<file path="config.mk">
export PLATFORM = sky130hd
export DESIGN_NAME = calendar_validate_local_epoch_core
export DESIGN_NICKNAME = d
export VERILOG_FILES = /design/src/rtl/core/cvle_pkg.sv /design/src/rtl/core/cvle_in_reg.sv /design/src/rtl/core/cvle_convert.sv /design/src/rtl/core/cvle_out_reg.sv /design/src/rtl/core/calendar_validate_local_epoch_core.sv
export SDC_FILE = /design/constraint.sdc
export NUM_CORES = 1
export LEC_CHECK = 0
export BUFFER_PORTS_ARGS = -buffer_cell sky130_fd_sc_hd__clkbuf_2
export CORE_MARGIN = 3
export CORE_UTILIZATION = 45
export CTS_BUF_LIST = sky130_fd_sc_hd__clkbuf_4 sky130_fd_sc_hd__clkbuf_8
export DETAILED_ROUTE_END_ITERATION = 8
export GPL_TIMING_DRIVEN = 0
export HOLD_SLACK_MARGIN = 0.05
export SLEW_MARGIN = 20
export SYNTH_ARGS = -nofsm -noshare
export SYNTH_HDL_FRONTEND = slang
export SYNTH_HIERARCHICAL = 1
export SYNTH_SLANG_ARGS = --single-unit
</file>
<file path="constraint.sdc">
create_clock -name clk_i -period 16.15 [get_ports clk_i]
set_input_delay 1.615 -clock clk_i [delete_from_list [all_inputs] [get_ports clk_i]]
set_output_delay 1.615 -clock clk_i [all_outputs]
set_load 0.02 [all_outputs]
</file>
<file path="src/rtl/core/cvle_pkg.sv">
// ----------------------------------------------------------------------------
// Calendar validate and local epoch package
// Shared types, calendar constants and date helper functions.
// ----------------------------------------------------------------------------
`default_nettype none

package cvle_pkg;

  localparam int unsigned YearMin     = 2025;
  localparam int unsigned YearMax     = 2040;
  localparam int unsigned EpochYear   = 1970;
  localparam int unsigned SecsPerDay  = 86400;
  localparam int unsigned SecsPerHour = 3600;
  localparam int unsigned HoursPerDay = 24;
  localparam int unsigned MinsPerHour = 60;
  localparam int unsigned SecsPerMin  = 60;
  localparam int unsigned MonthsPerYear = 12;

  // Days from the epoch to the first of January of YearMin.
  localparam int unsigned DaysToYearMin = (YearMin - EpochYear) * 365 +
      ((YearMin - 1) / 4 - (YearMin - 1) / 100 + (YearMin - 1) / 400) -
      ((EpochYear - 1) / 4 - (EpochYear - 1) / 100 + (EpochYear - 1) / 400);

  localparam int unsigned InBytes  = 5;
  localparam int unsigned OutBytes = 8;

  // Packed with the first field in the highest bits.
  typedef struct packed {
    logic [5:0]  second;
    logic [5:0]  minute;
    logic [4:0]  hour;
    logic [4:0]  day;
    logic [3:0]  month;
    logic [11:0] year;
  } reading_t;

  typedef struct packed {
    logic [31:0] unix_seconds;
    logic [4:0]  local_hour;
    logic [4:0]  local_day;
    logic [3:0]  local_month;
    logic [11:0] local_year;
  } out_data_t;

  typedef struct packed {
    logic      time_valid;
    out_data_t data;
  } result_t;

  // Leap test for the supported window (2024 to 2041 holds no century year).
  function automatic logic is_leap(logic [11:0] year);
    return (year[1:0] == 2'b00);
  endfunction

  function automatic logic [4:0] days_in(logic [11:0] year, logic [3:0] month);
    logic [4:0] len;
    case (month)
      4'd2:                    len = is_leap(year) ? 5'd29 : 5'd28;
      4'd4, 4'd6, 4'd9, 4'd11: len = 5'd30;
      default:                 len = 5'd31;
    endcase
    return len;
  endfunction

  // Days before the first of the given month in a common year.
  function automatic logic [8:0] month_start(logic [3:0] month);
    logic [8:0] days;
    case (month)
      4'd1:    days = 9'd0;
      4'd2:    days = 9'd31;
      4'd3:    days = 9'd59;
      4'd4:    days = 9'd90;
      4'd5:    days = 9'd120;
      4'd6:    days = 9'd151;
      4'd7:    days = 9'd181;
      4'd8:    days = 9'd212;
      4'd9:    days = 9'd243;
      4'd10:   days = 9'd273;
      4'd11:   days = 9'd304;
      4'd12:   days = 9'd334;
      default: days = 9'd0;
    endcase
    return days;
  endfunction

  // Days from the epoch to the first of January of YearMin + offset.
  // The first leap year of the window is YearMin + 3.
  function automatic logic [14:0] year_start(logic [3:0] offset);
    return 15'(DaysToYearMin) + 15'(offset) * 15'd365 + 15'(offset >> 2);
  endfunction

endpackage

`default_nettype wire

</file>
<file path="src/rtl/core/cvle_in_reg.sv">
// ----------------------------------------------------------------------------
// Input register
// Holds one accepted calendar reading until the conversion stage takes it.
// ----------------------------------------------------------------------------
`default_nettype none

module cvle_in_reg
  import cvle_pkg::*;
(
  input  wire logic     clk_i,
  input  wire logic     rst_ni,
  input  wire logic     valid_i,
  output logic          ready_o,
  input  wire reading_t data_i,
  output logic          valid_o,
  input  wire logic     ready_i,
  output reading_t      data_o
);

  logic     valid_q;
  reading_t data_q;

  assign ready_o = !valid_q || ready_i;
  assign valid_o = valid_q;
  assign data_o  = data_q;

  always_ff @(posedge clk_i or negedge rst_ni) begin
    if (!rst_ni) begin
      valid_q <= 1'b0;
    end else if (ready_o) begin
      valid_q <= valid_i;
    end
  end

  always_ff @(posedge clk_i) begin
    if (valid_i && ready_o) begin
      data_q <= data_i;
    end
  end

endmodule

`default_nettype wire

</file>
<file path="src/rtl/core/cvle_convert.sv">
// ----------------------------------------------------------------------------
// Calendar conversion
// Validates a reading, shifts it to local time and forms the Unix time.
// ----------------------------------------------------------------------------
`default_nettype none

module cvle_convert
  import cvle_pkg::*;
(
  input  wire reading_t   reading_i,
  input  wire logic [4:0] tz_offset_hours_i,
  output result_t         result_o
);

  logic               valid;
  logic signed [6:0]  tz_ext;
  logic signed [6:0]  lh;
  logic signed [6:0]  hour_shift;
  logic [5:0]         ld;
  logic [3:0]         lm;
  logic [11:0]        ly;
  logic [11:0]        year_off;
  logic [14:0]        days;
  logic [31:0]        ts;

  always_comb begin
    valid = (reading_i.year >= 12'(YearMin)) && (reading_i.year <= 12'(YearMax)) &&
            (reading_i.month >= 4'd1) && (reading_i.month <= 4'(MonthsPerYear)) &&
            (reading_i.day >= 5'd1) &&
            (reading_i.hour < 5'(HoursPerDay)) &&
            (reading_i.minute < 6'(MinsPerHour)) &&
            (reading_i.second < 6'(SecsPerMin));

    tz_ext = $signed({{2{tz_offset_hours_i[4]}}, tz_offset_hours_i});
    lh     = $signed({2'b00, reading_i.hour}) + tz_ext;
    ld     = {1'b0, reading_i.day};
    lm     = reading_i.month;
    ly     = reading_i.year;

    if (lh >= 7'sd24) begin
      lh = lh - 7'sd24;
      ld = ld + 6'd1;
      if (ld > {1'b0, days_in(ly, lm)}) begin
        ld = 6'd1;
        lm = lm + 4'd1;
        if (lm > 4'(MonthsPerYear)) begin
          lm = 4'd1;
          ly = ly + 12'd1;
        end
      end
    end else if (lh < 7'sd0) begin
      lh = lh + 7'sd24;
      if (ld <= 6'd1) begin
        if (lm <= 4'd1) begin
          lm = 4'(MonthsPerYear);
          ly = ly - 12'd1;
        end else begin
          lm = lm - 4'd1;
        end
        ld = {1'b0, days_in(ly, lm)};
      end else begin
        ld = ld - 6'd1;
      end
    end

    year_off   = reading_i.year - 12'(YearMin);
    days       = year_start(year_off[3:0]) + 15'(month_start(reading_i.month)) +
                 15'((is_leap(reading_i.year) && (reading_i.month > 4'd2)) ? 1 : 0) +
                 15'(reading_i.day) - 15'd1;
    hour_shift = $signed({2'b00, reading_i.hour}) - tz_ext;
    ts         = 32'(days) * 32'(SecsPerDay) +
                 {{25{hour_shift[6]}}, hour_shift} * 32'(SecsPerHour) +
                 32'(reading_i.minute) * 32'(SecsPerMin) +
                 32'(reading_i.second);

    if (valid) begin
      result_o.time_valid        = 1'b1;
      result_o.data.local_year   = ly;
      result_o.data.local_month  = lm;
      result_o.data.local_day    = ld[4:0];
      result_o.data.local_hour   = lh[4:0];
      result_o.data.unix_seconds = ts;
    end else begin
      result_o.time_valid        = 1'b0;
      result_o.data.local_year   = reading_i.year;
      result_o.data.local_month  = reading_i.month;
      result_o.data.local_day    = reading_i.day;
      result_o.data.local_hour   = reading_i.hour;
      result_o.data.unix_seconds = 32'd0;
    end
  end

endmodule

`default_nettype wire

</file>
<file path="src/rtl/core/cvle_out_reg.sv">
// ----------------------------------------------------------------------------
// Result register
// Holds one result until the downstream side takes the transfer.
// ----------------------------------------------------------------------------
`default_nettype none

module cvle_out_reg
  import cvle_pkg::*;
(
  input  wire logic    clk_i,
  input  wire logic    rst_ni,
  input  wire logic    valid_i,
  output logic         ready_o,
  input  wire result_t data_i,
  output logic         valid_o,
  input  wire logic    ready_i,
  output result_t      data_o
);

  logic    valid_q;
  result_t data_q;

  assign ready_o = !valid_q || ready_i;
  assign valid_o = valid_q;
  assign data_o  = data_q;

  always_ff @(posedge clk_i or negedge rst_ni) begin
    if (!rst_ni) begin
      valid_q <= 1'b0;
    end else if (ready_o) begin
      valid_q <= valid_i;
    end
  end

  always_ff @(posedge clk_i) begin
    if (valid_i && ready_o) begin
      data_q <= data_i;
    end
  end

endmodule

`default_nettype wire

</file>
<file path="src/rtl/core/calendar_validate_local_epoch_core.sv">
// ----------------------------------------------------------------------------
// Calendar validate and local epoch core
// An input transfer passes the input register, the conversion and the result register to the output.
// Throughput is one reading per cycle while the output is ready, set by the input and result registers.
// Reset clears both stage valid flags and sets the timezone offset to zero.
// The configuration channel is always ready and takes one write per cycle.
// ----------------------------------------------------------------------------
`default_nettype none

module calendar_validate_local_epoch_core
  import cvle_pkg::*;
(
  input  wire logic                    clk_i,
  input  wire logic                    rst_ni,
  input  wire logic                    cfg_valid_i,
  output logic                         cfg_ready_o,
  input  wire logic [4:0]              cfg_data_i,    // tz_offset_hours
  input  wire logic                    s_axis_tvalid,
  output logic                         s_axis_tready,
  // year, month, day, hour, minute, second, zero fill
  input  wire logic [InBytes*8-1:0]    s_axis_tdata,
  output logic                         m_axis_tvalid,
  input  wire logic                    m_axis_tready,
  // local_year, local_month, local_day, local_hour, unix_seconds, zero fill
  output logic [OutBytes*8-1:0]        m_axis_tdata,
  output logic                         m_axis_tuser   // time_valid
);

  logic [4:0] tz_offset_hours_q;
  reading_t   in_reading;
  reading_t   stage_reading;
  logic       stage_valid;
  logic       stage_ready;
  result_t    conv_result;
  result_t    out_result;

  assign cfg_ready_o = 1'b1;

  always_ff @(posedge clk_i or negedge rst_ni) begin
    if (!rst_ni) begin
      tz_offset_hours_q <= 5'd0;
    end else if (cfg_valid_i && cfg_ready_o) begin
      tz_offset_hours_q <= cfg_data_i;
    end
  end

  assign in_reading = s_axis_tdata[$bits(reading_t)-1:0];

  cvle_in_reg u_in_reg (
    .clk_i   (clk_i),
    .rst_ni  (rst_ni),
    .valid_i (s_axis_tvalid),
    .ready_o (s_axis_tready),
    .data_i  (in_reading),
    .valid_o (stage_valid),
    .ready_i (stage_ready),
    .data_o  (stage_reading)
  );

  cvle_convert u_convert (
    .reading_i         (stage_reading),
    .tz_offset_hours_i (tz_offset_hours_q),
    .result_o          (conv_result)
  );

  cvle_out_reg u_out_reg (
    .clk_i   (clk_i),
    .rst_ni  (rst_ni),
    .valid_i (stage_valid),
    .ready_o (stage_ready),
    .data_i  (conv_result),
    .valid_o (m_axis_tvalid),
    .ready_i (m_axis_tready),
    .data_o  (out_result)
  );

  assign m_axis_tdata  = {{(OutBytes*8-$bits(out_data_t)){1'b0}}, out_result.data};
  assign m_axis_tuser  = out_result.time_valid;

endmodule

`default_nettype wire
</file>
==> results of run 1 <==
-- through the flow --
stage	setup WS (ns)	utilization [%]
2_1_floorplan	5.447	-
3_3_place_gp	4.138	49.55
3_5_place_dp	4.084	49.55
4_1_cts	4.022	50.23
5_1_grt	3.109	50.23
6_report	4.035	50.23
-- final cells by class --
cell class	count	area (um^2)
Buffer	43	205.2
Clock buffer	10	137.6
Clock inverter	6	52.55
Fill cell	2661	13900
Inverter	203	762.0
Multi-Input combinational cell	1000	8772
Sequential cell	104	3088
Tap cell	378	473.0
Timing Repair Buffer	108	540.5
-- flip-flops by register name, indices dropped and copies added, names as in the netlist --
signal,cells
u_in_reg/data_o,38
u_out_reg/data_o,59
u_out_reg/valid_o,1
tz_offset_hours_q,5
u_in_reg/valid_o,1
-- worst paths after layout --
path,start,end,slack (ns),cells after the start
max,u_in_reg/data_o[0],u_out_reg/data_o[57],4.04,49
min,u_in_reg/data_o[32],u_out_reg/data_o[26],0.53,1
max reg2reg,u_in_reg/data_o[0],u_out_reg/data_o[57],4.04,49
min reg2reg,u_in_reg/data_o[32],u_out_reg/data_o[26],0.53,1
max in group asynchronous,rst_ni,tz_offset_hours_q[3],14.95,1
min in group asynchronous,rst_ni,tz_offset_hours_q[1],1.03,1
-- cells by family (layout without fill, tap and decap cells) --
kind of cell | count (synthesis) | count (layout) | synth area share, %
buf+inv | 246 | 370 | 7.551
mux | 11 | 11 | 0.9378
flops | 104 | 104 | 24.11
compound gates | 283 | 283 | 14.66
simple gates | 282 | 282 | 10.66
other cells | 2 | 7 | 0.05863
xor+xnor | 101 | 101 | 7.170
fa+ha+maj | 316 | 316 | 34.85
-- cells in the mapped netlist (5+ instances only) --
cell      number
o21a_1         9
o21ai_1        7
xor2_1        30
nand3_1       22
nor2b_1       14
ha_1         248
nand4_1        6
o21ai_0       46
nor3_1        38
buf_4          9
and3_1        12
fa_1          68
a21o_1        31
edfxtp_1      97
nor2_1        83
and2_1        10
nand2b_1      12
o21bai_1      15
mux2_2         8
nand2_1       61
a211oi_1      11
dfrtp_1        7
inv_1        199
xnor2_1       68
o211ai_1       9
clkbuf_1      28
a21oi_1       87
a31oi_1        5
-- per-layer routing --
layer,wire (um),part of all wire [%],vias up,track usage [%]
met5,0,0,-,0
met1,12750,48,4399,24.73
met3,864,3.3,21,2.086
li1,-,-,4897,-
met4,235,0.89,0,3.059
met2,12630,48,174,29.93
==> flow_summary.yaml, run 1 <==
cts:
  cts.clk_slew.worst_paths_ns: 0.11
  cts_resized: 0
  post_cts_buffers: 0
  clock_latency_ns: 0.39
  cts_made_buffers: 9
  cts_tree: "built"
  htreeDepth: 3
  cts_root_buffer: "clkbuf_8"
  cts_hold_buf: 0
  cts_sinks: 104
  clockBufferDepth: 2
grt:
  grt_usage_pct: 17.66
  antenna_found_initial: 0
  grt_pass1_wl_mm: 44.78
  grt_max_degree: 60
  grt_overflow: 0
  grt_pass1_vias: 9292
critical_path:
  critPathCaptureType: "flop"
  cpPeakStageDelay_ns: 0.52
  crit_buf_inv: 11
  cp_top_family: "adder cells"
  startpoint_type: "flop"
  required_ns: 16.39
  cp_max_fo: 7
  cp_common_cell: "inv_1"
  crit_path_top_delay_cell: "fa_1"
  cp_data_arrival_time_ns: 12.35
  crit_type: "flop to flop"
detailed_routing:
  wl_per_cell_um: 14.30
  postRouteAntennaNets: 0
  wirelength_mm: 26.48
  dr.pass1.iters: 6
  drc: 0
  drtIter0Drc: 636
  vias: 9491
  routed_via_density: 5.125
sta:
  worst_clock_skew_ns: 0.01653
  rsz0062_at_grt: "false"
  finalSetupViolCount: 0
  slew_headroom_pct: 39.06
  fmax_mhz: 82.54
  period_share_pct: 75.01
  tightest_slew_ns: 0.9141
  fin_setup_tns_ns: 0
  whs_ns: 0.5314
  slew_violations: 0
  min_period_ns: 12.11
  hold_viol: 0
die:
  core_mm2: 0.02793
  die_x_um: 174.7
  die_area_mm2: 0.03052
  io_pins: 118
  dieHeight_um: 174.7
  start_util_pct: 45.85
  rows: 61
yosys:
  synth.top_cell.area_share_pct: 24.23
  yosys.area.top_type: "ha_1"
  post_synth_instance_area_mm2: 0.01281
  synth-async-reset-ratio_pct: 6.731
  seq_area_frac_synth_pct: 24.11
  synthCells: 1345
  synth_edf_count: 97
  ys.flop_type: "edfxtp_1"
  synthTopCellsByArea: "ha_1 24%, edfxtp_1 23%, fa_1 11%"
  ys_ff_latch: 104
  yosysWarnings: 6
  syn_area_per_cell_um2: 9.523
  yosys.cell_types.count: 82
placement:
  dp_cells: 1836
  place_area_mm2: 0.01384
  numPortBuffers: 108
  routabilityCongestion: 0.8620
  place_hpwl_mm: 21.85
final_layout:
  drive_gt1_share_pct: 11.53
  instances_no_fill: 1852
  final_area_mm2: 0.01403
  area_growth_pct: 9.544
  final_cell_mix: "248 x ha_1, 199 x inv_1, 108 x clkbuf_2"
  fin_nets: 1835
  antennaDiodeCount: 0
  layout_commonest_cell: "ha_1"
run_status:
  outcome: "complete, no violations"
flow_run:
  cap_viol_max_count: 0
worst_hold_path:
  hold_path_class: "flop to flop"
Power of run 1 is left out: the tool's default activity adds up to more than one toggle a clock period on the data nets, which glitch-free logic cannot reach.
==> run 2, diff against run 1 <==
--- a/config.mk
+++ b/config.mk
@@ -12,6 +12,7 @@
 export DETAILED_ROUTE_END_ITERATION = 8
 export GPL_TIMING_DRIVEN = 0
 export HOLD_SLACK_MARGIN = 0.05
+export PLACE_DENSITY = 0.66
 export SLEW_MARGIN = 20
 export SYNTH_ARGS = -nofsm -noshare
 export SYNTH_HDL_FRONTEND = slang
==> constraint.sdc (replaced) <==
create_clock -name clk_i -period 10.87 [get_ports clk_i]
set_input_delay 1.087 -clock clk_i [delete_from_list [all_inputs] [get_ports clk_i]]
set_output_delay 1.087 -clock clk_i [all_outputs]
set_load 0.02 [all_outputs]
==> run 2 against run 1 <==
Wire length rose by 2.4%. First-iteration DRC count fell by 9.4%. Sequential share of layout area fell by 0.52 points. Critical path depth fell by 1. Register-to-register slack got worse by 3.5 ns. Design area rose by 2.4%. Fmax rose by 17%. Global-route usage fell by 0.079 points. Critical endpoint unchanged. Highest routed layer unchanged.
==> flow_summary.yaml, run 2 (synthesis gave the netlist of run 1 again) <==
detailed_routing:
  drc: 0
  postRouteAntennaNets: 0
  wirelength_mm: 27.10
  drtIter0Drc: 576
  routed_via_density: 5.203
  dr.pass1.iters: 5
  wl_met1_mm: 12.63
  met2_length_mm: 12.93
  met3_wirelength_mm: 1.026
  top_layer: "met4"
  wl_per_cell_um: 14.47
  vias: 9745
sta:
  min_period_ns: 10.37
  tightest_slew_ns: 0.9138
  period_share_pct: 95.36
  worst_clock_skew_ns: 0.01686
  fin_setup_tns_ns: 0
  timing.final.ws_setup_ns: 0.5039
  slew_headroom_pct: 39.08
  slew_violations: 0
  fmax_mhz: 96.47
  hold_viol: 0
  finalSetupViolCount: 0
placement:
  place_hpwl_mm: 21.82
  place_area_mm2: 0.01384
  post-place-ws_ns: -1.170
  routabilityCongestion: 0.9260
  numPortBuffers: 108
grt:
  grt_overflow: 0
  grt_usage_pct: 17.58
  grt_pass1_vias: 9262
  grt_pass1_wl_mm: 44.71
  antenna_found_initial: 1
  grt_max_degree: 60
critical_path:
  r2r_start: "u_in_reg/data_o[1]"
  r2r_cells: 48
  crit_path_top_delay_cell: "fa_1"
  cp_common_cell: "inv_1"
  crit_type: "flop to flop"
  cpPeakStageDelay_ns: 0.51
  critPathCaptureType: "flop"
  rrSetupSlack_ns: 0.50
  reg2reg_to: "u_out_reg/data_o[57]"
  cp_max_fo: 6
  cp_data_arrival_time_ns: 10.60
  required_ns: 11.11
  startpoint_type: "flop"
final_layout:
  multi_input_area_mm2: 0.008937
  final_util_pct: 51.45
  drive_gt1_share_pct: 15.25
  fin_nets: 1856
  fillers: 2607
  antennaDiodeCount: 0
  layout_commonest_cell: "ha_1"
  seq_area_mm2: 0.003088
  final_cell_mix: "239 x ha_1, 192 x inv_1, 108 x clkbuf_2"
  area_growth_pct: 12.21
  final_area_mm2: 0.01437
  largest_reg_flops: 59
cts:
  clock_latency_ns: 0.38
  cts.clk_slew.worst_paths_ns: 0.12
  clockBufferDepth: 2
  htreeDepth: 3
  cts_made_buffers: 9
  cts_sinks: 104
  cts_hold_buf: 0
  cts_root_buffer: "clkbuf_8"
  cts_tree: "built"
die:
  rows: 61
  start_util_pct: 45.85
  dieHeight_um: 174.7
  die_area_mm2: 0.03052
  die_x_um: 174.7
  core_mm2: 0.02793
  io_pins: 118
flow_run:
  cap_viol_max_count: 0
run_status:
  outcome: "complete, no violations"
worst_hold_path:
  hold_path_class: "primary input to asynchronous set/reset pin"
==> run 2: cell count changes in the layout (fill, tap and decap cells not counted), moves of 3 or more <==
cell	delta
buf_4	+23
xor2_2	+4
ha_2	+5
clkbuf_1	-3
xnor2_2	+3
a21oi_1	-6
xor2_1	-4
a21oi_2	+6
ha_1	-9
inv_2	+4
ha_4	+4
xnor2_1	-3
inv_1	-7
==> run 2: what timing repair did <==
action | CTS | global route
cloned | 0 | 0
endpoints found under the setup margin | 8 | 3
pin swaps | 0 | 8
setup buffers | 12 | 12
hold endpoints to repair | 0 | 0
resized for setup | 13 | 35
==> run 2: final cells by class <==
| type | count | area share, % |
|---|---|---|
| tap | 378 | 3.291 |
| clock inverter | 7 | 0.3743 |
| multi-input combinational | 1000 | 62.18 |
| inverter | 203 | 5.363 |
| sequential | 104 | 21.49 |
| buffer | 40 | 1.402 |
| timing repair buffer | 132 | 5.040 |
| clock buffer | 9 | 0.8618 |
==> run 2: critical path: cells and delay by family, from the launching register on <==
family / cells / cell delay, ns
fa+ha+maj: 15 / 4.99
compound gates: 14 / 2.57
xor+xnor: 4 / 0.65
simple gates: 5 / 0.75
flops: 1 / 0.46
buf+inv: 10 / 0.77
==> run 2: per-stage QoR <==
stage | hold WS [ns] | cells
6_report | 0.5175 | 1873
5_1_grt | 0.4960 | 1873
4_1_cts | 0.4984 | 1862
3_5_place_dp | 0.5108 | 1836
3_3_place_gp | 0.5054 | 1836
2_1_floorplan | 0.4905 | 1350
==> run 2: how the worst max path moves through the flow <==
stage	startpoint	to	slack (ns)
2_1_floorplan	u_in_reg/data_o[0]	u_out_reg/data_o[57]	0.17
3_3_place_gp	u_in_reg/data_o[0]	u_out_reg/data_o[57]	-1.06
3_5_place_dp	u_in_reg/data_o[0]	u_out_reg/data_o[57]	-1.17
4_1_cts	u_in_reg/data_o[0]	u_out_reg/data_o[57]	0.01
5_1_grt	u_in_reg/data_o[1]	u_out_reg/data_o[57]	-0.04
6_report	u_in_reg/data_o[1]	u_out_reg/data_o[57]	0.50
==> run 2: per-layer routing <==
metal / vias up / global-route usage (%)
met5: - / 0
met4: 0 / 3.557
met3: 36 / 2.108
met2: 217 / 29.87
met1: 4540 / 24.32
li1: 4952 / -
Power of run 2 is left out for the same reason.
